--- config.mk ---
export PLATFORM = sky130hd
export DESIGN_NAME = battery_soc_and_fault_monitor_core
export DESIGN_NICKNAME = d
export VERILOG_FILES = /design/src/hw/rtl/bsfm_pkg.sv /design/src/hw/rtl/bsfm_soc_map.sv /design/src/hw/rtl/battery_soc_and_fault_monitor_core.sv
export SDC_FILE = /design/constraint.sdc
export NUM_CORES = 1
export LEC_CHECK = 0
export ABC_AREA = 1
export BUFFER_PORTS_ARGS = -buffer_cell sky130_fd_sc_hd__buf_4
export CELL_PAD_IN_SITES_DETAIL_PLACEMENT = 0
export CELL_PAD_IN_SITES_GLOBAL_PLACEMENT = 1
export CORE_ASPECT_RATIO = 1.75
export CORE_MARGIN = 2
export CORE_UTILIZATION = 38
export DETAILED_ROUTE_END_ITERATION = 16
export MAX_ROUTING_LAYER = met4
export PLACE_DENSITY_LB_ADDON = 0.1
export REMOVE_ABC_BUFFERS = 1
export SLEW_MARGIN = 5
export SYNTH_ARGS = -nofsm -noshare
export SYNTH_HDL_FRONTEND = slang
export SYNTH_SLANG_ARGS = --single-unit
--- constraint.sdc ---
create_clock -name clk_i -period 15.1 [get_ports clk_i]
set_input_delay 3.02 -clock clk_i [delete_from_list [all_inputs] [get_ports clk_i]]
set_output_delay 3.02 -clock clk_i [all_outputs]
set_load 0.05 [all_outputs]
--- src/hw/rtl/bsfm_pkg.sv ---
// shared types and constants for the battery state-of-charge and fault monitor
// no dependencies
package bsfm_pkg;

  localparam int unsigned MvWidth     = 13;
  localparam int unsigned TenthsWidth = 10;

  // a cell at or below this level counts as absent
  localparam logic [MvWidth-1:0] DeadMv = 13'd100;
  localparam logic [MvWidth-1:0] ThresholdResetMv = 13'd3200;

  localparam logic [TenthsWidth-1:0] HalfCharge = 10'd500;
  localparam logic [TenthsWidth-1:0] FullCharge = 10'd1000;

  // open-circuit-voltage knees of the discharge curve
  localparam logic [MvWidth-1:0] Knee0Mv = 13'd3000;
  localparam logic [MvWidth-1:0] Knee1Mv = 13'd3550;
  localparam logic [MvWidth-1:0] Knee2Mv = 13'd3750;
  localparam logic [MvWidth-1:0] Knee3Mv = 13'd3950;
  localparam logic [MvWidth-1:0] Knee4Mv = 13'd4200;

  localparam logic [TenthsWidth-1:0] Knee1Tenths = 10'd200;
  localparam logic [TenthsWidth-1:0] Knee2Tenths = 10'd500;
  localparam logic [TenthsWidth-1:0] Knee3Tenths = 10'd800;

  // reciprocals for the constant divides, scaled by 2^RecipShift
  localparam int unsigned RecipShift = 16;
  localparam logic [12:0] RecipEleven = 13'd5958;
  localparam logic [13:0] RecipFive   = 14'd13108;

  typedef enum logic [1:0] {
    MODE_IDLE      = 2'd0,
    MODE_CHARGE    = 2'd1,
    MODE_DISCHARGE = 2'd2,
    MODE_FAULT     = 2'd3
  } mode_e;

endpackage

--- src/hw/rtl/bsfm_soc_map.sv ---
// open-circuit-voltage to state-of-charge map, piecewise linear, combinational
// depends on bsfm_pkg
module bsfm_soc_map import bsfm_pkg::*; (
  input  logic [MvWidth-1:0]     avg_mv_i,
  output logic [TenthsWidth-1:0] tenths_o
);

  logic [MvWidth-1:0] d0, d1, d2, d3;
  logic [25:0] prod0;
  logic [25:0] prod3;
  logic [10:0] lin12;
  logic [TenthsWidth-1:0] seg0, seg1, seg2, seg3;

  assign d0 = avg_mv_i - Knee0Mv;
  assign d1 = avg_mv_i - Knee1Mv;
  assign d2 = avg_mv_i - Knee2Mv;
  assign d3 = avg_mv_i - Knee3Mv;

  // 200/550 = 4/11, exact through the reciprocal for these spans
  assign prod0 = {d0[9:0], 2'b00} * RecipEleven;
  assign seg0  = prod0[RecipShift +: TenthsWidth];

  // 300/200 = 3/2
  assign lin12 = 11'({d1[7:0], 1'b0} + {1'b0, d1[7:0]});
  assign seg1  = Knee1Tenths + 10'(lin12[10:1]);

  logic [10:0] lin23;
  assign lin23 = 11'({d2[7:0], 1'b0} + {1'b0, d2[7:0]});
  assign seg2  = Knee2Tenths + 10'(lin23[10:1]);

  // 200/250 = 4/5
  assign prod3 = {d3[7:0], 2'b00} * RecipFive;
  assign seg3  = Knee3Tenths + prod3[RecipShift +: TenthsWidth];

  always_comb begin
    if (avg_mv_i <= Knee0Mv) begin
      tenths_o = '0;
    end else if (avg_mv_i >= Knee4Mv) begin
      tenths_o = FullCharge;
    end else if (avg_mv_i < Knee1Mv) begin
      tenths_o = seg0;
    end else if (avg_mv_i < Knee2Mv) begin
      tenths_o = seg1;
    end else if (avg_mv_i < Knee3Mv) begin
      tenths_o = seg2;
    end else begin
      tenths_o = seg3;
    end
  end

endmodule

--- src/hw/rtl/battery_soc_and_fault_monitor_core.sv ---
// top level of the battery state-of-charge and undervoltage fault monitor
// depends on bsfm_pkg and bsfm_soc_map
//
// One transaction carries two cell voltages in mV and yields one result: state of
// charge in tenths of a percent, operating mode, relay state and three mode LEDs.
// The block takes one transaction per clock unless the result channel stalls;
// an accepted transaction moves from the input register through the single compute
// stage into the result register, which also holds the running charge level.
// The undervoltage threshold resets to 3200 mV and a value of 0 disables faults;
// the user must write it through cfg_we_i / cfg_wdata_i only while no transaction
// is in flight, as the block itself does not enforce this.
module battery_soc_and_fault_monitor_core import bsfm_pkg::*; (
  input  logic                   clk_i,
  input  logic                   rst_ni,
  // configuration
  input  logic                   cfg_we_i,
  input  logic [MvWidth-1:0]     cfg_wdata_i,
  // sample channel
  input  logic                   in_valid_i,
  output logic                   in_stall_o,
  input  logic [MvWidth-1:0]     cell_one_mv_i,
  input  logic [MvWidth-1:0]     cell_two_mv_i,
  // result channel
  output logic                   out_valid_o,
  input  logic                   out_stall_i,
  output logic [TenthsWidth-1:0] charge_tenths_o,
  output logic [1:0]             mode_o,
  output logic                   relay_closed_o,
  output logic                   led_charge_o,
  output logic                   led_discharge_o,
  output logic                   led_fault_o
);

  // threshold register
  logic [MvWidth-1:0] threshold_q;

  always_ff @(posedge clk_i or negedge rst_ni) begin
    if (!rst_ni) begin
      threshold_q <= ThresholdResetMv;
    end else if (cfg_we_i) begin
      threshold_q <= cfg_wdata_i;
    end
  end

  // handshake: the input stage moves on whenever the result register is free
  logic in_valid_q, out_valid_q;
  logic advance, accept;

  assign advance    = !out_valid_q || !out_stall_i;
  assign in_stall_o = in_valid_q && !advance;
  assign accept     = in_valid_i && !in_stall_o;

  logic [MvWidth-1:0] cell_one_q, cell_two_q;

  always_ff @(posedge clk_i or negedge rst_ni) begin
    if (!rst_ni) begin
      in_valid_q <= 1'b0;
    end else if (accept) begin
      in_valid_q <= 1'b1;
    end else if (advance) begin
      in_valid_q <= 1'b0;
    end
  end

  always_ff @(posedge clk_i) begin
    if (accept) begin
      cell_one_q <= cell_one_mv_i;
      cell_two_q <= cell_two_mv_i;
    end
  end

  // compute stage: average, charge map, fault check
  logic [MvWidth:0]       cell_sum;
  logic [MvWidth-1:0]     avg_mv;
  logic [TenthsWidth-1:0] mapped_tenths;
  logic [TenthsWidth-1:0] charge_q, charge_d;
  logic                   one_low, two_low, fault;
  mode_e                  mode_d, mode_q;
  logic                   relay_q;

  assign cell_sum = {1'b0, cell_one_q} + {1'b0, cell_two_q};
  assign avg_mv   = cell_sum[MvWidth:1];

  bsfm_soc_map u_soc_map (
    .avg_mv_i (avg_mv),
    .tenths_o (mapped_tenths)
  );

  // a near-zero average means no usable reading: hold the last charge
  assign charge_d = (avg_mv > DeadMv) ? mapped_tenths : charge_q;

  // a dead cell never raises a fault
  assign one_low = (cell_one_q > DeadMv) && (cell_one_q < threshold_q);
  assign two_low = (cell_two_q > DeadMv) && (cell_two_q < threshold_q);
  assign fault   = one_low || two_low;

  always_comb begin
    if (fault) begin
      mode_d = MODE_FAULT;
    end else if (charge_d > HalfCharge) begin
      mode_d = MODE_CHARGE;
    end else begin
      mode_d = MODE_DISCHARGE;
    end
  end

  // result register, also the running charge level
  always_ff @(posedge clk_i or negedge rst_ni) begin
    if (!rst_ni) begin
      out_valid_q <= 1'b0;
      charge_q    <= FullCharge;
      mode_q      <= MODE_IDLE;
      relay_q     <= 1'b1;
    end else if (advance) begin
      out_valid_q <= in_valid_q;
      if (in_valid_q) begin
        charge_q <= charge_d;
        mode_q   <= mode_d;
        relay_q  <= !fault;
      end
    end
  end

  assign out_valid_o     = out_valid_q;
  assign charge_tenths_o = charge_q;
  assign mode_o          = mode_q;
  assign relay_closed_o  = relay_q;
  assign led_charge_o    = (mode_q == MODE_CHARGE);
  assign led_discharge_o = (mode_q == MODE_DISCHARGE);
  assign led_fault_o     = (mode_q == MODE_FAULT);

endmodule
==> impl_metrics.json, run 1 <==
{
  "final_common_cell": "nand2_1",
  "worstPathArrival_ns": 7.84,
  "netlist_area_um2": 9070,
  "critPathTopFamily": "adder cells",
  "wirelength_mm": 25.5,
  "path_buf_inv": 8,
  "drc": 0,
  "synth_fa_ha_area_frac": 0.337,
  "cts-buffers-inserted": 5,
  "tightest_slew_ns": 1.04,
  "antenna_found_initial": 0,
  "final_util": 0.429,
  "grt_util_met2": 0.437,
  "critPathKind": "reg -> reg",
  "crit_fanout": 10,
  "num_vias": 7885,
  "crit_path_frequent_cell": "nand2_1",
  "drive_above_1_share": 0.112,
  "clockBufferDepth": 2,
  "ctsHtreeMaxLevel": 2,
  "pre_cts_slack_ns": 7.37,
  "final-setup-viol-count": 0,
  "cts_sinks": 54,
  "tns_ns": 0,
  "synthMuxAreaShare": 0,
  "dp_hpwl_mm": 22.7,
  "grt_use_total": 0.218,
  "use_met3": 0.0110,
  "finalCriticalPeriod_ns": 7.65,
  "synth_top_family_by_area": "adder cells",
  "first_global_vias": 8363,
  "area_delta_synth_final_pct": 10.8,
  "synth_edf_count": 26,
  "post_synth_xor_area_fraction": 0.0374,
  "cts_tree": "yes",
  "grt_overflow_total": 0,
  "maxCapViolations": 0,
  "rsz0062_at_grt": "false",
  "async_reset_ff_frac": 0.519,
  "synthSimpleGateAreaFrac": 0.260,
  "initial_core_util": 0.387,
  "ys_seq_area_frac": 0.165,
  "fillCellCount": 2497,
  "final_nets": 1551,
  "drt_pass1_iterations": 5,
  "cts_hold_buf": 0,
  "ys_seq_elements": 54,
  "numPortBuffers": 61,
  "rows": 74,
  "synth_compound_gate_area_share": 0.0982,
  "relSlewSlack": 0.300,
  "required_ns": 15.29,
  "min_path_type": "reg -> reg",
  "hold_viol": 0,
  "synthFlopType": "edfxtp_1",
  "ant_nets": 0,
  "postSynthCellCount": 1225,
  "io_pins": 62,
  "post_cts_buffers": 0,
  "gp_congestion": 0.863,
  "fmax_ghz": 0.131,
  "worstSetupStartpointType": "register",
  "slew_violations": 0,
  "layout.area.seq_um2": 1490,
  "setup_ws_ns": 7.45,
  "drt-vias-per-instance": 4.94,
  "routedWlPerCell_um": 16.0,
  "skew_ns": 0.00622,
  "layout_common_cells": "308 x nand2_1, 228 x inv_1, 171 x ha_1",
  "drt-initial-drc-count": 254,
  "grt-busiest-layer": "met2",
  "cts-root-buf": "clkbuf_16",
  "min_period_over_period": 0.507,
  "grt_pass1_wl_mm": 41.6,
  "slowest_delay_ns": 0.93,
  "status": "complete, no violations",
  "endpoint_kind": "register",
  "path_clk_slew_ns": 0.07,
  "ctsResizeCount": 0,
  "use_met1": 0.204,
  "die_w_um": 121,
  "synth_area_per_cell_um2": 7.40,
  "dieArea_um2": 25200,
  "core_um2": 23400,
  "die_y_um": 208,
  "multiInputGateArea_um2": 6650,
  "antennaDiodeCount": 0,
  "yosysWarnings": 0,
  "synthDistinctLibCells": 51,
  "insertion_delay_ns": 0.30,
  "grt_max_degree": 29,
  "critical_path.slowest_cell": "o31ai_1"
}
==> cell usage after synthesis (2+ instances only) <==
master | number | area share
fa_1 | 46 | 0.10
nand4_1 | 17 | 0.012
a21boi_0 | 3 | 0.0025
edfxtp_1 | 26 | 0.086
a31oi_1 | 6 | 0.0041
nand2_1 | 308 | 0.13
a21oi_2 | 2 | 0.0019
nand3b_1 | 5 | 0.0041
o21a_1 | 4 | 0.0033
inv_1 | 228 | 0.094
o211ai_1 | 4 | 0.0033
o311ai_0 | 2 | 0.0019
nand3_1 | 83 | 0.046
nor4_1 | 5 | 0.0034
nand3_2 | 6 | 0.0066
a211oi_1 | 4 | 0.0033
a21oi_4 | 3 | 0.0054
xor2_2 | 3 | 0.0054
o21bai_1 | 3 | 0.0025
dfstp_2 | 10 | 0.029
a21oi_1 | 52 | 0.029
o31ai_1 | 2 | 0.0017
xnor2_1 | 7 | 0.0068
xor2_1 | 23 | 0.022
inv_2 | 10 | 0.0041
a21o_1 | 7 | 0.0058
nor3_1 | 5 | 0.0028
nor2_1 | 65 | 0.027
nand2_2 | 18 | 0.012
nor2_2 | 3 | 0.0021
ha_1 | 171 | 0.24
dfrtp_1 | 18 | 0.050
clkbuf_1 | 3 | 0.0012
o21ai_1 | 6 | 0.0033
or2_2 | 5 | 0.0034
nand2_4 | 8 | 0.0099
o21ai_0 | 38 | 0.021
a21boi_1 | 3 | 0.0025
==> metal layers <==
layer / wire length [um] / up-vias
met5: 0 / -
met4: 1350 / 0
met3: 356 / 49
met2: 14800 / 117
met1: 9000 / 3646
li1: - / 4073
==> layout make-up <==
| type | instances | area share |
|---|---|---|
| Multi-Input combinational cell | 926 | 0.661 |
| Tap cell | 304 | 0.0379 |
| Clock inverter | 3 | 0.00274 |
| Inverter | 241 | 0.0904 |
| Timing Repair Buffer | 62 | 0.0463 |
| Sequential cell | 54 | 0.149 |
| Clock buffer | 5 | 0.0125 |
==> cell families (layout without fill, tap and decap cells) <==
group,Yosys count,in the layout
adders and majority gates,217,217
and+or+nand+nor,530,530
xor gates and xnor gates,34,34
AOI/OAI and AO/OA,145,145
buffers and inverters,245,311
DFF,54,54
==> final timing paths <==
| check | from | end | slack [ns] | depth (start not counted) |
|---|---|---|---|---|
| setup / recovery | cell_one_q[1]$_DFFE_PP_ | mode_o[1]$_DFFE_PN0P_ | 7.45 | 35 |
| hold / removal | relay_closed_o$_DFFE_PN1P_ | relay_closed_o$_DFFE_PN1P_ | 0.47 | 2 |
| setup reg to reg | cell_one_q[1]$_DFFE_PP_ | mode_o[1]$_DFFE_PN0P_ | 7.45 | 35 |
| hold reg to reg | relay_closed_o$_DFFE_PN1P_ | relay_closed_o$_DFFE_PN1P_ | 0.47 | 2 |
| max in group asynchronous | rst_ni | threshold_q[7]$_DFFE_PN1P_ | 12.13 | 1 |
| min in group asynchronous | rst_ni | out_valid_o$_DFFE_PN0N_ | 2.63 | 1 |
==> worst reg2reg max path: cells and delay by family, from the launching register on <==
family	cells	cell delay, ns
adder cells (fa/ha/maj)	7	2.95
AO/OA/AOI/OAI	5	1.37
buffers and inverters	8	0.76
AND/OR/NAND/NOR	15	2.07
flip-flops	1	0.40
==> flip-flops by register name (all words and copies together) (netlist names) <==
register and cells:
in_valid_q 1, charge_tenths_o 10, relay_closed_o 1, cell_one_q 13, out_valid_o 1, mode_o 2
cell_two_q 13, threshold_q 13
==> metrics by stage <==
stage / hold WS, ns / instance area, um2 / cells
floorplan: 0.448 / 9050 / 1221
global placement: 0.459 / 9890 / 1587
detailed placement: 0.466 / 9890 / 1587
CTS: 0.477 / 10000 / 1595
global route: 0.517 / 10000 / 1595
finish: 0.471 / 10000 / 1595
Power of run 1 is not shown: default switching activity piles up to over one toggle a cycle in this logic, so the estimate is an artifact.
==> inputs of run 2 (changes only) <==
==> constraint.sdc (replaced) <==
create_clock -name clk_i -period 7.3 [get_ports clk_i]
set_input_delay 1.46 -clock clk_i [delete_from_list [all_inputs] [get_ports clk_i]]
set_output_delay 1.46 -clock clk_i [all_outputs]
set_load 0.05 [all_outputs]
==> run 2 against run 1 <==
Cell area rose by 2.7%. Flip-flop and latch count unchanged. Global-route usage rose by 0.63 points. Wire length increased by 2.3%. Worst setup slack worse by 6.9 ns. Final cell count rose by 1.4%. Non-clock buffer count increased by 23.
==> impl_metrics.json, run 2 (synthesis gave the netlist of run 1 again) <==
{
  "status": "complete, no violations",
  "setup_ws_ns": 0.513,
  "critPathTopFamily": "adder cells",
  "drive_above_1_share": 0.139,
  "cts_tree": "yes",
  "area_delta_synth_final_pct": 13.7,
  "hold_end": "relay_closed_o$_DFFE_PN1P_",
  "numPortBuffers": 61,
  "crit_path_frequent_cell": "nand2_1",
  "rows": 74,
  "r2r_slack_ns": 0.51,
  "relSlewSlack": 0.349,
  "grt_use_total": 0.225,
  "critPathKind": "reg -> reg",
  "drt-vias-per-instance": 4.89,
  "final_nets": 1574,
  "die_y_um": 208,
  "final_cells": 1618,
  "final_util": 0.440,
  "insertion_delay_ns": 0.30,
  "antennaDiodeCount": 0,
  "io_pins": 62,
  "first_global_vias": 8529,
  "final_common_cell": "nand2_1",
  "min_period_over_period": 0.930,
  "worstSetupStartpointType": "register",
  "layout_common_cells": "306 x nand2_1, 227 x inv_1, 166 x ha_1",
  "hold_depth": 2,
  "ctsHtreeMaxLevel": 2,
  "endpoint_kind": "register",
  "drc": 0,
  "maxCapViolations": 0,
  "path_buf_inv": 4,
  "num_vias": 7908,
  "gp_congestion": 0.871,
  "dp_hpwl_mm": 23.1,
  "placed_cells": 1606,
  "clockBufferDepth": 2,
  "drt-initial-drc-count": 207,
  "fillCellCount": 2481,
  "initial_core_util": 0.387,
  "path_clk_slew_ns": 0.08,
  "grt_pass1_wl_mm": 42.8,
  "cts-root-buf": "clkbuf_16",
  "r2r-start": "cell_one_q[1]$_DFFE_PP_",
  "dieArea_um2": 25200,
  "core_um2": 23400,
  "required_ns": 7.49,
  "grt_overflow_total": 0,
  "reg_top3": "cell_one_q x13, cell_two_q x13, threshold_q x13",
  "slew_violations": 0,
  "slowest_delay_ns": 0.55,
  "crit_fanout": 10,
  "cts_sinks": 54,
  "skew_ns": 0.00734,
  "ant_nets": 0,
  "wirelength_mm": 26.1,
  "grt_max_degree": 29,
  "drt_pass1_iterations": 5,
  "path_depth": 38,
  "critical_path.slowest_cell": "fa_1",
  "pre_cts_slack_ns": 0.0769,
  "hold_viol": 0,
  "final-setup-viol-count": 0,
  "rr_worst_depth": 38,
  "min_path_type": "reg -> reg",
  "antenna_found_initial": 0,
  "die_w_um": 121,
  "routedWlPerCell_um": 16.1,
  "rr_endpoint": "mode_o[1]$_DFFE_PN0P_",
  "hold-worst-slack_ns": 0.476,
  "tightest_slew_ns": 0.975,
  "finalCriticalPeriod_ns": 6.79,
  "worstPathArrival_ns": 6.98,
  "fmax_ghz": 0.147,
  "worstHoldStart": "relay_closed_o$_DFFE_PN1P_",
  "cts-buffers-inserted": 5
}
==> run 2: through the flow <==
step | instance area [um2] | TNS [ns]
floorplan | 9050 | 0
global placement | 10000 | 0
detailed placement | 10000 | 0
CTS | 10200 | 0
global route | 10300 | -0.00692
finish | 10300 | 0
==> run 2: worst max path at each step <==
stage / startpoint / to / slack (ns)
2_1_floorplan: cell_one_q[1]$_DFFE_PP_ / mode_o[1]$_DFFE_PN0P_ / 0.81
3_3_place_gp: cell_one_q[2]$_DFFE_PP_ / mode_o[1]$_DFFE_PN0P_ / 0.12
3_5_place_dp: cell_one_q[2]$_DFFE_PP_ / mode_o[0]$_DFFE_PN0P_ / 0.08
4_1_cts: cell_one_q[2]$_DFFE_PP_ / mode_o[0]$_DFFE_PN0P_ / 0.04
5_1_grt: cell_two_q[2]$_DFFE_PP_ / mode_o[0]$_DFFE_PN0P_ / -0.007
6_report: cell_one_q[1]$_DFFE_PP_ / mode_o[1]$_DFFE_PN0P_ / 0.51
==> run 2: area by class of cell <==
cell class,count,area [um2],share of cell area
inverters,241,908,0.0881
flip-flops and latches,54,1490,0.145
clock buffers,5,125,0.0121
repair buffers,85,642,0.0622
clock inverters,3,28.8,0.00279
multi-input cells,926,6740,0.653
well taps,304,380,0.0369
==> run 2: routing by layer <==
metal	track usage	share of wire	up-vias
met5	-	0	-
met4	0.107	0.051	0
met3	0.0129	0.014	54
met2	0.448	0.58	106
met1	0.211	0.35	3623
li1	-	-	4125
==> run 2: timing repair <==
action | in CTS | in global routing
hold buffers | 0 | 0
buffers inserted | 0 | 4
gates resized for setup | 0 | 23
setup endpoints to repair | 0 | 7
==> run 2: worst reg2reg max path: cells and delay by family, from the launching register on <==
family | cells | cell delay [ns]
compound gates | 4 | 0.49
xor+xnor | 2 | 0.48
fa+ha+maj | 8 | 2.80
buf+inv | 4 | 0.25
flops | 1 | 0.45
simple gates | 20 | 2.19
Power of run 2 is left out for the same reason.
==> inputs of run 3 (changes only) <==
--- a/config.mk
+++ b/config.mk
@@ -12,6 +12,7 @@
 export CORE_ASPECT_RATIO = 1.75
 export CORE_MARGIN = 2
 export CORE_UTILIZATION = 38
+export CTS_BUF_LIST = sky130_fd_sc_hd__clkbuf_2
 export DETAILED_ROUTE_END_ITERATION = 16
 export MAX_ROUTING_LAYER = met4
 export PLACE_DENSITY_LB_ADDON = 0.1
==> run 3 against run 2 <==
Clock skew increased by 0.025 ns. Final cell count about the same. Die area unchanged. Worst hold slack improved by 0.020 ns. Register-to-register slack got worse by 0.05 ns. Count of clock-buffer cells in the layout unchanged. Largest cell class unchanged. Fmax decreased by 0.70%.
==> impl_metrics.json, run 3 (synthesis gave the netlist of run 1 again) <==
{
  "status": "complete, no violations",
  "dieArea_um2": 25200,
  "drc": 0,
  "grt_max_degree": 29,
  "cts-root-buf": "clkbuf_2",
  "cts-buffers-inserted": 5,
  "insertion_delay_ns": 0.50,
  "final_common_cell": "nand2_1",
  "worstSetupEndpoint": "mode_o[0]$_DFFE_PN0P_",
  "crit_path_frequent_cell": "nand2_1",
  "numPortBuffers": 61,
  "clockBufferDepth": 2,
  "drt_pass1_iterations": 4,
  "min_period_over_period": 0.936,
  "rr_endpoint": "mode_o[0]$_DFFE_PN0P_",
  "setup_ws_ns": 0.465,
  "worstSetupStartpointType": "register",
  "hold_viol": 0,
  "die_y_um": 208,
  "r2r-start": "cell_one_q[1]$_DFFE_PP_",
  "area_delta_synth_final_pct": 12.6,
  "rows": 74,
  "path_clk_slew_ns": 0.30,
  "drt-initial-drc-count": 194,
  "reg_top3": "cell_one_q x13, cell_two_q x13, threshold_q x13",
  "first_global_vias": 8538,
  "slew_violations": 0,
  "ctsHtreeMaxLevel": 2,
  "critical_path.slowest_cell": "fa_1",
  "crit_fanout": 10,
  "drive_above_1_share": 0.139,
  "min_path_type": "reg -> reg",
  "endpoint_kind": "register",
  "ant_nets": 0,
  "rr_worst_depth": 39,
  "worstPathArrival_ns": 7.31,
  "r2r_slack_ns": 0.47,
  "hold_depth": 2,
  "skew_ns": 0.0320,
  "relSlewSlack": 0.345,
  "tightest_slew_ns": 0.982,
  "gp_congestion": 0.871,
  "initial_core_util": 0.387,
  "cts_hold_buf": 0,
  "final-setup-viol-count": 0,
  "grt_pass1_wl_mm": 42.7,
  "num_vias": 7898,
  "required_ns": 7.78,
  "drt-vias-per-instance": 4.88,
  "antenna_found_initial": 1,
  "cts_tree": "yes",
  "core_um2": 23400,
  "slowest_delay_ns": 0.55,
  "grt_overflow_total": 0,
  "finalCriticalPeriod_ns": 6.83,
  "cts_sinks": 54,
  "dp_hpwl_mm": 23.1,
  "final_nets": 1574,
  "maxCapViolations": 0,
  "fmax_ghz": 0.146,
  "wirelength_mm": 26.0,
  "layout_common_cells": "305 x nand2_1, 227 x inv_1, 167 x ha_1",
  "die_w_um": 121,
  "cp-startpoint": "cell_one_q[1]$_DFFE_PP_",
  "grt_use_total": 0.224,
  "routedWlPerCell_um": 16.1,
  "critPathKind": "reg -> reg",
  "pre_cts_slack_ns": 0.0769,
  "io_pins": 62
}
==> run 3: metal layers <==
layer / global-route usage / share of wire / up-vias
met5: - / 0 / -
met4: 0.106 / 0.052 / 0
met3: 0.0112 / 0.014 / 57
met2: 0.448 / 0.58 / 100
met1: 0.210 / 0.35 / 3612
li1: - / - / 4129
==> run 3: what timing repair did <==
| action | CTS | global route |
|---|---|---|
| resized for setup | 0 | 23 |
| buffers inserted | 0 | 4 |
| setup endpoints to repair | 0 | 7 |
==> run 3: per-stage QoR <==
stage	setup TNS, ns	cells	hold WS [ns]	util	instance area, um2
final	0	1619	0.496	0.436	10200
after global routing	-0.0247	1619	0.522	0.436	10200
after CTS	0	1614	0.498	0.431	10100
after detailed placement	0	1606	0.467	0.428	10000
after global placement	0	1606	0.458	0.428	10000
after floorplan	0	1221	0.448	-	9050
==> run 3: worst min path at each step <==
stage	from	endpoint	slack [ns]
CTS	relay_closed_o$_DFFE_PN1P_	relay_closed_o$_DFFE_PN1P_	0.50
detailed placement	relay_closed_o$_DFFE_PN1P_	relay_closed_o$_DFFE_PN1P_	0.47
floorplan	in_valid_q$_DFFE_PN0P_	out_valid_o$_DFFE_PN0N_	0.45
global route	relay_closed_o$_DFFE_PN1P_	relay_closed_o$_DFFE_PN1P_	0.52
finish	relay_closed_o$_DFFE_PN1P_	relay_closed_o$_DFFE_PN1P_	0.50
global placement	in_valid_q$_DFFE_PN0P_	out_valid_o$_DFFE_PN0N_	0.46
==> run 3: critical path, delay by kind of cell, from the launching register on <==
family | cells | cell delay (ns)
adders and majority gates | 8 | 2.81
DFF | 1 | 0.52
and+or+nand+nor | 21 | 2.27
AOI/OAI and AO/OA | 3 | 0.45
xor gates and xnor gates | 2 | 0.48
buffers and inverters | 5 | 0.29
==> run 3: cell type report <==
type	count	area [um2]
Tap cell	304	380
Timing Repair Buffer	85	642
Multi-Input combinational cell	926	6730
Fill cell	2492	13200
Clock buffer	5	25.0
Inverter	241	908
Sequential cell	54	1490
Antenna cell	1	2.50
Clock inverter	3	28.8
Power of run 3 is left out for the same reason.
